<file path="src/rtl/hmd4_pkg.sv">
package hmd4_pkg;

  localparam logic [31:0] SEED0 = 32'h67452301;
  localparam logic [31:0] SEED1 = 32'hefcdab89;
  localparam logic [31:0] SEED2 = 32'h98badcfe;
  localparam logic [31:0] SEED3 = 32'h10325476;
  localparam logic [31:0] K_ROUND2 = 32'h5a827999;
  localparam logic [31:0] K_ROUND3 = 32'h6ed9eba1;

  localparam int NUM_STEPS = 24;
  localparam logic [4:0] LAST_STEP = 5'd23;

  // One packed chunk as handed from the byte packer to the transform engine.
  typedef struct packed {
    logic [7:0][31:0] words;
    logic             last;   // closes the message: emit the hash after it
    logic             empty;  // zero-length message: emit the seed words only
  } hmd4_chunk_t;

  typedef struct packed {
    logic pop;
    logic emit_seed;
    logic emit_end;
  } hmd4_back_stat_t;

  typedef enum logic {
    BK_IDLE,
    BK_RUN
  } hmd4_back_state_t;

  function automatic logic [2:0] word_sel(input logic [4:0] k);
    logic [2:0] w;
    case (k)
      5'd0:  w = 3'd0;
      5'd1:  w = 3'd1;
      5'd2:  w = 3'd2;
      5'd3:  w = 3'd3;
      5'd4:  w = 3'd4;
      5'd5:  w = 3'd5;
      5'd6:  w = 3'd6;
      5'd7:  w = 3'd7;
      5'd8:  w = 3'd1;
      5'd9:  w = 3'd3;
      5'd10: w = 3'd5;
      5'd11: w = 3'd7;
      5'd12: w = 3'd0;
      5'd13: w = 3'd2;
      5'd14: w = 3'd4;
      5'd15: w = 3'd6;
      5'd16: w = 3'd3;
      5'd17: w = 3'd7;
      5'd18: w = 3'd2;
      5'd19: w = 3'd6;
      5'd20: w = 3'd1;
      5'd21: w = 3'd5;
      5'd22: w = 3'd0;
      5'd23: w = 3'd4;
      default: w = 3'd0;
    endcase
    return w;
  endfunction

  function automatic logic [4:0] rot_amt(input logic [4:0] k);
    logic [4:0] s;
    if (k < 5'd8) begin
      case (k[1:0])
        2'd0: s = 5'd3;
        2'd1: s = 5'd7;
        2'd2: s = 5'd11;
        default: s = 5'd19;
      endcase
    end else if (k < 5'd16) begin
      case (k[1:0])
        2'd0: s = 5'd3;
        2'd1: s = 5'd5;
        2'd2: s = 5'd9;
        default: s = 5'd13;
      endcase
    end else begin
      case (k[1:0])
        2'd0: s = 5'd3;
        2'd1: s = 5'd9;
        2'd2: s = 5'd11;
        default: s = 5'd15;
      endcase
    end
    return s;
  endfunction

  function automatic logic [31:0] rotl32(input logic [31:0] x, input logic [4:0] s);
    logic [5:0] rs;
    rs = 6'd32 - {1'b0, s};
    return (x << s) | (x >> rs);
  endfunction

endpackage

</file>
<file path="src/rtl/hmd4_front.sv">
module hmd4_front import hmd4_pkg::*; #(
  parameter int LW = 16
) (
  input  logic        clk,
  input  logic        rst_n,
  input  logic        in_valid,
  output logic        in_stall,
  input  logic [7:0]  in_data_byte,
  input  logic [15:0] in_message_length,
  input  logic        in_last_byte,
  input  logic        q_full,
  output logic        push,
  output hmd4_chunk_t push_data
);

  logic [LW-1:0]    rem_r, rem_nxt;
  logic [4:0]       pos_r, pos_nxt;
  logic [31:0]      acc_r, acc_nxt;
  logic [31:0]      pad_r, pad_nxt;
  logic [7:0][31:0] words_r, words_nxt;

  logic          accept, idle, empty_msg, end_msg, close;
  logic [LW-1:0] len_m, rem_cur, rem_dec;
  logic [31:0]   rem_ext, pad_half, pad_cur, acc_base, sbyte;

  assign in_stall = q_full;
  assign accept   = in_valid && !q_full;

  assign len_m     = in_message_length[LW-1:0];
  assign idle      = (rem_r == '0) && (pos_r == 5'd0);
  assign empty_msg = idle && (len_m == '0);
  assign rem_cur   = idle ? len_m : rem_r;
  assign rem_dec   = rem_cur - {{(LW-1){1'b0}}, 1'b1};
  assign end_msg   = in_last_byte || (rem_dec == '0);
  assign close     = end_msg || (pos_r == 5'd31);

  assign rem_ext  = 32'(rem_cur);
  assign pad_half = rem_ext | (rem_ext << 8);
  assign pad_cur  = (pos_r == 5'd0) ? (pad_half | (pad_half << 16)) : pad_r;
  assign acc_base = (pos_r[1:0] == 2'd0) ? pad_cur : acc_r;
  assign sbyte    = {{24{in_data_byte[7]}}, in_data_byte};
  assign acc_nxt  = (acc_base << 8) + sbyte;

  always_comb begin
    rem_nxt   = rem_r;
    pos_nxt   = pos_r;
    pad_nxt   = pad_r;
    words_nxt = words_r;
    push      = 1'b0;
    push_data = '0;
    if (accept) begin
      if (empty_msg) begin
        push            = 1'b1;
        push_data.empty = 1'b1;
      end else begin
        pad_nxt = pad_cur;
        if (pos_r[1:0] == 2'd3) begin
          words_nxt[pos_r[4:2]] = acc_nxt;
        end
        rem_nxt = end_msg ? '0 : rem_dec;
        pos_nxt = close ? 5'd0 : pos_r + 5'd1;
        if (close) begin
          push           = 1'b1;
          push_data.last = end_msg;
          // finished words, then the word in progress, then pad
          for (int w = 0; w < 8; w++) begin
            if (3'(w) < pos_r[4:2]) begin
              push_data.words[w] = words_r[w];
            end else if (3'(w) == pos_r[4:2]) begin
              push_data.words[w] = acc_nxt;
            end else begin
              push_data.words[w] = pad_cur;
            end
          end
        end
      end
    end
  end

  always_ff @(posedge clk) begin
    if (!rst_n) begin
      rem_r <= '0;
      pos_r <= 5'd0;
    end else begin
      rem_r <= rem_nxt;
      pos_r <= pos_nxt;
    end
  end

  always_ff @(posedge clk) begin
    if (accept && !empty_msg) begin
      acc_r <= acc_nxt;
    end
    pad_r   <= pad_nxt;
    words_r <= words_nxt;
  end

endmodule

</file>
<file path="src/rtl/hmd4_queue.sv">
module hmd4_queue import hmd4_pkg::*; (
  input  logic        clk,
  input  logic        rst_n,
  input  logic        push,
  input  hmd4_chunk_t push_data,
  input  logic        pop,
  output logic        q_valid,
  output logic        q_full,
  output hmd4_chunk_t q_head
);

  hmd4_chunk_t mem_r [2];
  logic [1:0]  count_r, count_nxt;
  logic        wr_r, rd_r;

  assign q_valid = (count_r != 2'd0);
  assign q_full  = (count_r == 2'd2);
  assign q_head  = mem_r[rd_r];

  always_comb begin
    count_nxt = count_r;
    if (push && !pop) begin
      count_nxt = count_r + 2'd1;
    end else if (pop && !push) begin
      count_nxt = count_r - 2'd1;
    end
  end

  always_ff @(posedge clk) begin
    if (!rst_n) begin
      count_r <= 2'd0;
      wr_r    <= 1'b0;
      rd_r    <= 1'b0;
    end else begin
      count_r <= count_nxt;
      if (push) begin
        wr_r <= !wr_r;
      end
      if (pop) begin
        rd_r <= !rd_r;
      end
    end
  end

  always_ff @(posedge clk) begin
    if (push) begin
      mem_r[wr_r] <= push_data;
    end
  end

endmodule

</file>
<file path="src/rtl/hmd4_back.sv">
module hmd4_back import hmd4_pkg::*; (
  input  logic            clk,
  input  logic            rst_n,
  input  logic            q_valid,
  input  hmd4_chunk_t     q_head,
  output hmd4_back_stat_t stat,
  output logic            out_valid,
  input  logic            out_stall,
  output logic [31:0]     out_hash_major,
  output logic [31:0]     out_hash_minor
);

  hmd4_back_state_t state_r, state_nxt;
  logic [4:0]       step_r;
  logic [31:0]      a_r, b_r, c_r, d_r;
  logic [31:0]      chain_r [4];
  logic             out_valid_r;
  logic [31:0]      major_r, minor_r;

  logic        out_free, start, step_last, finish, adv;
  logic [31:0] f, kc, sum, new_w;

  assign out_free  = !out_valid_r || !out_stall;
  assign step_last = (step_r == LAST_STEP);

  // round function on the rotating registers
  always_comb begin
    if (step_r < 5'd8) begin
      f  = d_r ^ (b_r & (c_r ^ d_r));
      kc = 32'd0;
    end else if (step_r < 5'd16) begin
      f  = (b_r & c_r) + ((b_r ^ c_r) & d_r);
      kc = K_ROUND2;
    end else begin
      f  = b_r ^ c_r ^ d_r;
      kc = K_ROUND3;
    end
  end

  assign sum   = a_r + f + q_head.words[word_sel(step_r)] + kc;
  assign new_w = rotl32(sum, rot_amt(step_r));

  always_comb begin
    state_nxt = state_r;
    case (state_r)
      BK_IDLE: begin
        if (q_valid && !q_head.empty) begin
          state_nxt = BK_RUN;
        end
      end
      BK_RUN: begin
        if (finish) begin
          state_nxt = BK_IDLE;
        end
      end
      default: state_nxt = BK_IDLE;
    endcase
  end

  always_comb begin
    start          = 1'b0;
    finish         = 1'b0;
    adv            = 1'b0;
    stat.pop       = 1'b0;
    stat.emit_seed = 1'b0;
    stat.emit_end  = 1'b0;
    case (state_r)
      BK_IDLE: begin
        if (q_valid && q_head.empty && out_free) begin
          stat.pop       = 1'b1;
          stat.emit_seed = 1'b1;
        end
        start = q_valid && !q_head.empty;
      end
      BK_RUN: begin
        // hold the final step while the result register is taken
        finish        = step_last && (!q_head.last || out_free);
        adv           = !step_last || finish;
        stat.pop      = finish;
        stat.emit_end = finish && q_head.last;
      end
      default: begin
        start = 1'b0;
      end
    endcase
  end

  always_ff @(posedge clk) begin
    if (!rst_n) begin
      state_r     <= BK_IDLE;
      out_valid_r <= 1'b0;
      chain_r[0]  <= SEED0;
      chain_r[1]  <= SEED1;
      chain_r[2]  <= SEED2;
      chain_r[3]  <= SEED3;
    end else begin
      state_r <= state_nxt;
      if (stat.emit_seed || stat.emit_end) begin
        out_valid_r <= 1'b1;
      end else if (!out_stall) begin
        out_valid_r <= 1'b0;
      end
      if (finish) begin
        if (q_head.last) begin
          chain_r[0] <= SEED0;
          chain_r[1] <= SEED1;
          chain_r[2] <= SEED2;
          chain_r[3] <= SEED3;
        end else begin
          chain_r[0] <= chain_r[0] + d_r;
          chain_r[1] <= chain_r[1] + new_w;
          chain_r[2] <= chain_r[2] + b_r;
          chain_r[3] <= chain_r[3] + c_r;
        end
      end
    end
  end

  always_ff @(posedge clk) begin
    if (start) begin
      a_r    <= chain_r[0];
      b_r    <= chain_r[1];
      c_r    <= chain_r[2];
      d_r    <= chain_r[3];
      step_r <= 5'd0;
    end else if (adv) begin
      a_r    <= d_r;
      b_r    <= new_w;
      c_r    <= b_r;
      d_r    <= c_r;
      step_r <= step_last ? 5'd0 : step_r + 5'd1;
    end
    if (stat.emit_seed) begin
      major_r <= SEED1;
      minor_r <= SEED2;
    end else if (stat.emit_end) begin
      major_r <= chain_r[1] + new_w;
      minor_r <= chain_r[2] + b_r;
    end
  end

  assign out_valid      = out_valid_r;
  assign out_hash_major = major_r;
  assign out_hash_minor = minor_r;

endmodule

</file>
<file path="src/rtl/half_md4_string_hash.sv">
// Byte packer takes one byte per cycle unless the queue is full; each 32-byte
// chunk (or message tail) runs through a 24-step transform engine, behind a
// 2-chunk queue. A message's hash waits behind any chunks queued ahead of it.
// Long messages sustain one byte per cycle unless the output stalls; messages
// of n bytes need ceil(n / 32) passes of the transform engine, none if empty.
// Synchronous active-low reset clears the queue and reseeds the chain words.
module half_md4_string_hash import hmd4_pkg::*; #(
  parameter int LENGTH_BITS = 16
) (
  input  logic        clk,
  input  logic        rst_n,
  input  logic        in_valid,
  output logic        in_stall,
  input  logic [7:0]  in_data_byte,
  input  logic [15:0] in_message_length,
  input  logic        in_last_byte,
  output logic        out_valid,
  input  logic        out_stall,
  output logic [31:0] out_hash_major,
  output logic [31:0] out_hash_minor
);

  localparam int LW = (LENGTH_BITS < 16) ? LENGTH_BITS : 16;

  logic            q_full, q_valid, push;
  hmd4_chunk_t     push_data, q_head;
  hmd4_back_stat_t bk_stat;

  hmd4_front #(.LW(LW)) u_front (
    .clk               (clk),
    .rst_n             (rst_n),
    .in_valid          (in_valid),
    .in_stall          (in_stall),
    .in_data_byte      (in_data_byte),
    .in_message_length (in_message_length),
    .in_last_byte      (in_last_byte),
    .q_full            (q_full),
    .push              (push),
    .push_data         (push_data)
  );

  hmd4_queue u_queue (
    .clk       (clk),
    .rst_n     (rst_n),
    .push      (push),
    .push_data (push_data),
    .pop       (bk_stat.pop),
    .q_valid   (q_valid),
    .q_full    (q_full),
    .q_head    (q_head)
  );

  hmd4_back u_back (
    .clk            (clk),
    .rst_n          (rst_n),
    .q_valid        (q_valid),
    .q_head         (q_head),
    .stat           (bk_stat),
    .out_valid      (out_valid),
    .out_stall      (out_stall),
    .out_hash_major (out_hash_major),
    .out_hash_minor (out_hash_minor)
  );

  a_no_push_full: assert property (@(posedge clk) disable iff (!rst_n)
    push |-> !q_full) else $error("chunk pushed into full queue");

  a_no_pop_empty: assert property (@(posedge clk) disable iff (!rst_n)
    bk_stat.pop |-> q_valid) else $error("queue popped while empty");

  a_emit_shows: assert property (@(posedge clk) disable iff (!rst_n)
    (bk_stat.emit_seed || bk_stat.emit_end) |=> out_valid)
    else $error("result lost on the way to the output register");

  a_emit_pops: assert property (@(posedge clk) disable iff (!rst_n)
    (bk_stat.emit_seed || bk_stat.emit_end) |-> bk_stat.pop)
    else $error("result emitted without retiring its chunk");

endmodule

</file>
<file path="config.mk">
export PLATFORM = sky130hd
export DESIGN_NAME = half_md4_string_hash
export DESIGN_NICKNAME = d
export VERILOG_FILES = /design/src/rtl/hmd4_pkg.sv /design/src/rtl/hmd4_front.sv /design/src/rtl/hmd4_queue.sv /design/src/rtl/hmd4_back.sv /design/src/rtl/half_md4_string_hash.sv
export SDC_FILE = /design/constraint.sdc
export NUM_CORES = 2
export LEC_CHECK = 0
export ABC_AREA = 0
export BUFFER_PORTS_ARGS = -buffer_cell sky130_fd_sc_hd__buf_2
export CAP_MARGIN = 20
export CORE_UTILIZATION = 58
export DETAILED_ROUTE_END_ITERATION = 10
export GPL_ROUTABILITY_DRIVEN = 0
export PLACE_DENSITY = 0.77
export SYNTH_ARGS = -nofsm -noshare
export SYNTH_HDL_FRONTEND = slang
export SYNTH_SLANG_ARGS = --single-unit
</file>
<file path="constraint.sdc">
create_clock -name clk -period 17.7 [get_ports clk]
set_input_delay 0 -clock clk [delete_from_list [all_inputs] [get_ports clk]]
set_output_delay 0 -clock clk [all_outputs]
set_load 0.01 [all_outputs]
</file>
After elaboration in Yosys (flattened, before gate mapping)
Memory sizes are Yosys's and may differ from the RTL's. A register that Yosys moved wholly into a read port is not among the register bits.
Index checks and enable logic that the tools add are counted.
{ "classes": {"n_addsub": 15, "magnitude_cmp": 13, "eq_ne": 14, "shifts": 2, "mux": 88, "bitwise_logic": 20, "n_reduce_logical": 41} }
{ "op_table": {"columns": ["cell", "count"], "rows": [
  ["32-bit 2-to-1 mux", 38],
  ["257-bit 2-to-1 mux", 2],
  ["32-bit adder", 9],
  ["258-bit 2-to-1 mux", 1],
  ["256-bit bitwise mux", 1],
  ["32-bit bitwise XOR", 4],
  ["32-bit AND", 3],
  ["32-bit binary-select mux with 3-bit select", 1],
  ["32-bit demux with 3-bit select", 1],
  ["32-bit OR", 2],
  ["16-bit logical NOT", 3],
  ["16-bit 2-to-1 mux", 2],
  ["32-bit by 5-bit left shift with 32-bit output", 1],
  ["32-bit by 6-bit right shift with 32-bit output", 1],
  ["30-bit 2-to-1 mux", 1],
  ["5-bit 2-to-1 mux", 6],
  ["1-bit 2-to-1 mux", 26],
  ["24-bit 2-to-1 mux", 1],
  ["16-bit by 24-bit OR with 24-bit output", 1],
  ["4-bit case mux with 3 select lines", 2],
  ["16-bit by 1-bit subtractor with 16-bit output (second input constant)", 1],
  ["5-bit case mux with 3 select lines", 1],
  ["3-bit == test (first input constant)", 4],
  ["1-bit logical AND", 12],
  ["29 further kinds", 69]
]} }
{ "word_totals": {"reg_bits": 536, "mem_bits_rw": 644, "romBits": 96, "in_bits": 29, "mem_count": 3} }
{ "mem_list": {"columns": ["name", "words", "width", "read_ports", "rd_ports_with_merged_regs", "write_ports", "line_no", "rtl"], "rows": [
  ["u_queue.mem_r", 2, 258, 1, 1, 1, "hmd4_queue.sv:12", "hmd4_chunk_t mem_r [2];"],
  ["u_back.chain_r", 4, 32, 4, 0, 4, "hmd4_back.sv:16", "logic [31:0] chain_r [4];"],
  ["(name not given)", 32, 3, 1, 1, 0, "hmd4_pkg.sv:33", "case (k)"]
]} }

Depth between registers and ports, before layout
{ "depth": {"depth_word": 14, "ltp_mapped": 45} }

Cells and area by module
Synthesis repeated with hierarchy kept, for this count alone.
{ "unflattened": {"hier_cells": 6077, "area_unflattened_um2": 67347.1} }
{ "by_module_without_submodules": {"columns": ["module", "instances", "cells_per_inst", "area_per_inst_um2", "seq_area_each_um2"], "rows": [
  ["hmd4_back", 1, 3328, 29763.5, 8848.5],
  ["hmd4_queue", 1, 825, 19688.9, 15595.0],
  ["hmd4_front", 1, 1924, 17894.7, 8828.5]
]} }

Worst setup path before layout
No wires, ideal clock.
{ "synth_timing": {"kind": "register to register", "start": "reg u_front.pos_r[0]", "end": "mem u_queue.mem_r[0][0] in the netlist's numbering, enable pin", "t_arrival_ns": 15.892, "t_required_ns": 16.787, "slack_ns": 0.895, "path_stages_with_launch": 21, "n_path_buf": 3, "cell_sequence": "dfxtp_1 inv_1 ha_1 buf_2 nor4b_4 nand3_1 nor3_2 buf_2 clkbuf_1 a21oi_1 ha_1 or3b_1 or3_1 or3_4 a211oi_4 o2111ai_1 a21o_1 or4_1 o21a_1 a21oi_1 nor2b_1"} }
{ "synth_between": {"elab_chain_len": 12} }
{ "synth_lines": {"columns": ["element", "line_no", "rtl"], "rows": [
  ["start: declaration", "hmd4_front.sv:17", "logic [4:0] pos_r, pos_nxt;"],
  ["start signal: assignment", "hmd4_front.sv:86", "pos_r <= pos_nxt;"],
  ["5-bit logical NOT", "hmd4_front.sv:30", "assign idle = (rem_r == '0) && (pos_r == 5'd0);"],
  ["1-bit logical AND", "hmd4_front.sv:30", null],
  ["16-bit 2-to-1 mux", "hmd4_front.sv:32", "assign rem_cur = idle ? len_m : rem_r;"],
  ["16-bit by 1-bit subtractor with 16-bit output", "hmd4_front.sv:33", "assign rem_dec = rem_cur - {{(LW-1){1'b0}}, 1'b1};"],
  ["16-bit logical NOT", "hmd4_front.sv:34", "assign end_msg = in_last_byte || (rem_dec == '0);"],
  ["1-bit logical OR", "hmd4_front.sv:34", null],
  ["1-bit logical OR", "hmd4_front.sv:35", "assign close = end_msg || (pos_r == 5'd31);"],
  ["1-bit 2-to-1 mux", "hmd4_front.sv:62", "if (close) begin"],
  ["1-bit 2-to-1 mux (*)", "hmd4_front.sv:52", "if (empty_msg) begin"],
  ["1-bit 2-to-1 mux (*)", "hmd4_front.sv:51", "if (accept) begin"],
  ["net push", "half_md4_string_hash.sv:25", "logic q_full, q_valid, push;"],
  ["1-bit 2-to-1 mux (*)", "hmd4_queue.sv:46", "if (push) begin"],
  ["1-bit 2-to-1 mux (implied by the code) (*)", "hmd4_queue.sv:47", "mem_r[wr_r] <= push_data;"],
  ["end: declaration", "hmd4_queue.sv:12", null]
]} }
Mark *: on every way through the listed nets, which the timed path passes. The rest lies on a longest branch.

==> results.toml <==
[route]
viasPerCell = 6.59
drt_iter0_drc = 6019
num_vias = 48500
postRouteAntennaNets = 0
wl_per_cell_um = 25.7
drc_errors = 0
first_pass_iters = 6
routed_wl_mm = 190

[cells_and_area]
max_flop_register = "u_queue.mem_r"
multi_input_area_um2 = 29300
fill_cells = 8313
final_cells = 7363
fin_util = 0.640
largest_register_ffs = 516
nets = 6185
reg_top3 = "u_queue.mem_r x516, u_front.words_r x224, u_back.chain_r x128"
drive_above_1_share = 0.117
seq_area_um2 = 33300
areaGrowthSynthToFinish_pct = 9.46

[sta]
hold_viol_final = 0
maxSlewHeadroom = 0.222
tightest_slew_ns = 1.16
fin_tns_setup_ns = 0
setup-violations-final = 0
rsz0062_at_grt = "false"
skew_ns = 0.0668
slew_viol_final = 0
fin_ws_ns = 5.34
min_period_over_period = 0.698
period_needed_ns = 12.36
fmax_mhz = 80.9

[grt]
grt_max_degree = 143
grt-ovfl-total = 0
track_usage = 0.336
top_usage_layer = "met2"
use_met1 = 0.431
grt_first_pass_wirelength_mm = 285
grt.met3_usage = 0.0663
grt_pass1_vias = 47100
antenna_found_initial = 2
global_route.usage.met2 = 0.526

[worst_setup_path]
r2r_slack_ns = 5.34
cp_max_fo = 9
crit_arrival_ns = 12.83
timing.rr.start = "u_back.b_r[0]"
crit_family = "compound AO/OA/AOI/OAI gates"
cpPeakStageDelay_ns = 0.74
path_buf_inv = 3
cp-end-kind = "flip-flop"
crit_top_cell = "ha_1"
required_ns = 18.17
critPathLaunch = "u_back.b_r[0]"
path_class = "reg2reg"
worst_path_max_delay_cell = "a2111oi_0"
critPathLaunchType = "flip-flop"

[clock_tree]
h-tree-depth = 3
post_cts_resized = 0
clock-sinks = 1152
numCtsBuffers = 113
path_clk_slew_ns = 0.06
clockBufferDepth = 3
cts_root_buffer = "clkbuf_16"
post_cts_buffers = 0
clkLatencyLatePin_ns = 0.77
cts_tree = "yes"

[placement]
hpwl_mm = 125
portBuffers = 94
dp.cells = 7110
dp_slack_ns = 5.60

[hold_path]
hp-class = "in2reg"
min_from = "in_message_length[2]"

[yosys]
synth_top_family_by_area = "compound AO/OA/AOI/OAI gates"
synth_flop_cell = "edfxtp_1"
synth-adder-area-share = 0.0846
synth-compound-area-share = 0.140
ys.warnings.count = 0
ys_ff_latch = 1152
synth_xor_xnor_area_share = 0.0225
synth.yosys.seq_area_share = 0.515
synthCells = 5755
yosysTopAreaCell = "edfxtp_1"
syn_area_per_cell_um2 = 11.2
syn-num-nets = 6165
synthMuxAreaShare = 0.0844
synthSimpleGateAreaFrac = 0.118
yosysUniqueCellTypes = 89
synth_top_area_share = 0.474
synth-edff-count = 1020
synthArstFlopShare = 0
syn_area_um2 = 64600
netlist_top_cells_area = "edfxtp_1, mux4_2, ha_1, nand2_1, dfxtp_1"

[die]
coreArea_um2 = 111000
start_util = 0.585
die_h_um = 336
io-pin-count = 95
rows = 122
fp.dieArea_um2 = 113000
die_w_um = 336

[flow_run]
cap_violations = 0

[outcome]
status = "complete, no violations"
==> Yosys cell counts, types with 54 or more instances <==
master and count:
inv_1 237, mux2i_1 122, mux2_2 54, fa_1 93, o21a_1 60, xor2_1 73
edfxtp_1 1020, nand2_1 713, a21oi_1 451, mux4_2 161, clkbuf_1 252, o21ai_0 273
a211oi_1 70, o211ai_1 94, ha_1 288, dfxtp_1 132, a21o_1 91, nor3_1 86
xnor2_1 93, nand3_1 105, nor2_1 590
==> worst min-delay path, delay by kind of cell <==
family	cells	cell delay, ns
AO/OA/AOI/OAI	4	0.57
buffers and inverters	1	0.13
AND/OR/NAND/NOR	1	0.11
==> placed cells by master, fill, tap and decap left out, types with 122 or more instances in the layout <==
master / netlist / layout
mux4_2: 161 / 161
o21ai_0: 273 / 269
dfxtp_1: 132 / 126
ha_1: 288 / 288
edfxtp_1: 1020 / 1020
inv_1: 237 / 235
nor2_1: 590 / 580
mux2i_1: 122 / 122
a21oi_1: 451 / 450
nand2_1: 713 / 709
==> cell families (layout without fill, tap and decap cells) <==
family / count (synthesis) / after routing
multiplexers: 337 / 337
adder cells (fa/ha/maj): 381 / 381
buffers and inverters: 562 / 681
AO/OA/AOI/OAI: 1395 / 1395
flip-flops: 1152 / 1152
other: 0 / 1
XOR/XNOR: 166 / 166
AND/OR/NAND/NOR: 1762 / 1762
==> routing by layer <==
metal	vias up	part of all wire
met5	-	0.00017
met4	4	0.071
met3	628	0.11
met2	3103	0.45
met1	23500	0.36
li1	21300	-
==> what timing repair did <==
action | in CTS | in global routing
endpoints found under the hold margin | 205 | 0
hold buffers | 35 | 0
endpoints found under the setup margin | 0 | 0
==> layout make-up <==
class                   instances  area share
diodes                          1   0.0000354
clock buffers                 150      0.0431
clock inverters                64      0.0108
inverters                     239      0.0127
multi-input cells            4041       0.414
flip-flops and latches       1152       0.471
well taps                    1488      0.0263
repair buffers                228      0.0227
==> stage by stage <==
| stage | cell area (um2) | hold slack, ns |
|---|---|---|
| floorplan | 64600 | 0.0989 |
| global placement | 66500 | 0.394 |
| detailed placement | 66500 | 0.408 |
| CTS | 70700 | 0.0718 |
| global route | 70700 | 0.175 |
| finish | 70700 | 0.162 |
==> final timing paths <==
check	cells past startpoint	to
setup reg to reg	44	u_back.chain_r[1][30]
hold / removal	6	u_front.rem_r[10]
hold reg to reg	2	u_back.out_hash_minor[13]
setup / recovery	44	u_back.chain_r[1][30]
Power is not shown: default switching activity piles up to over one toggle a cycle in this logic, so the estimate is an artifact.
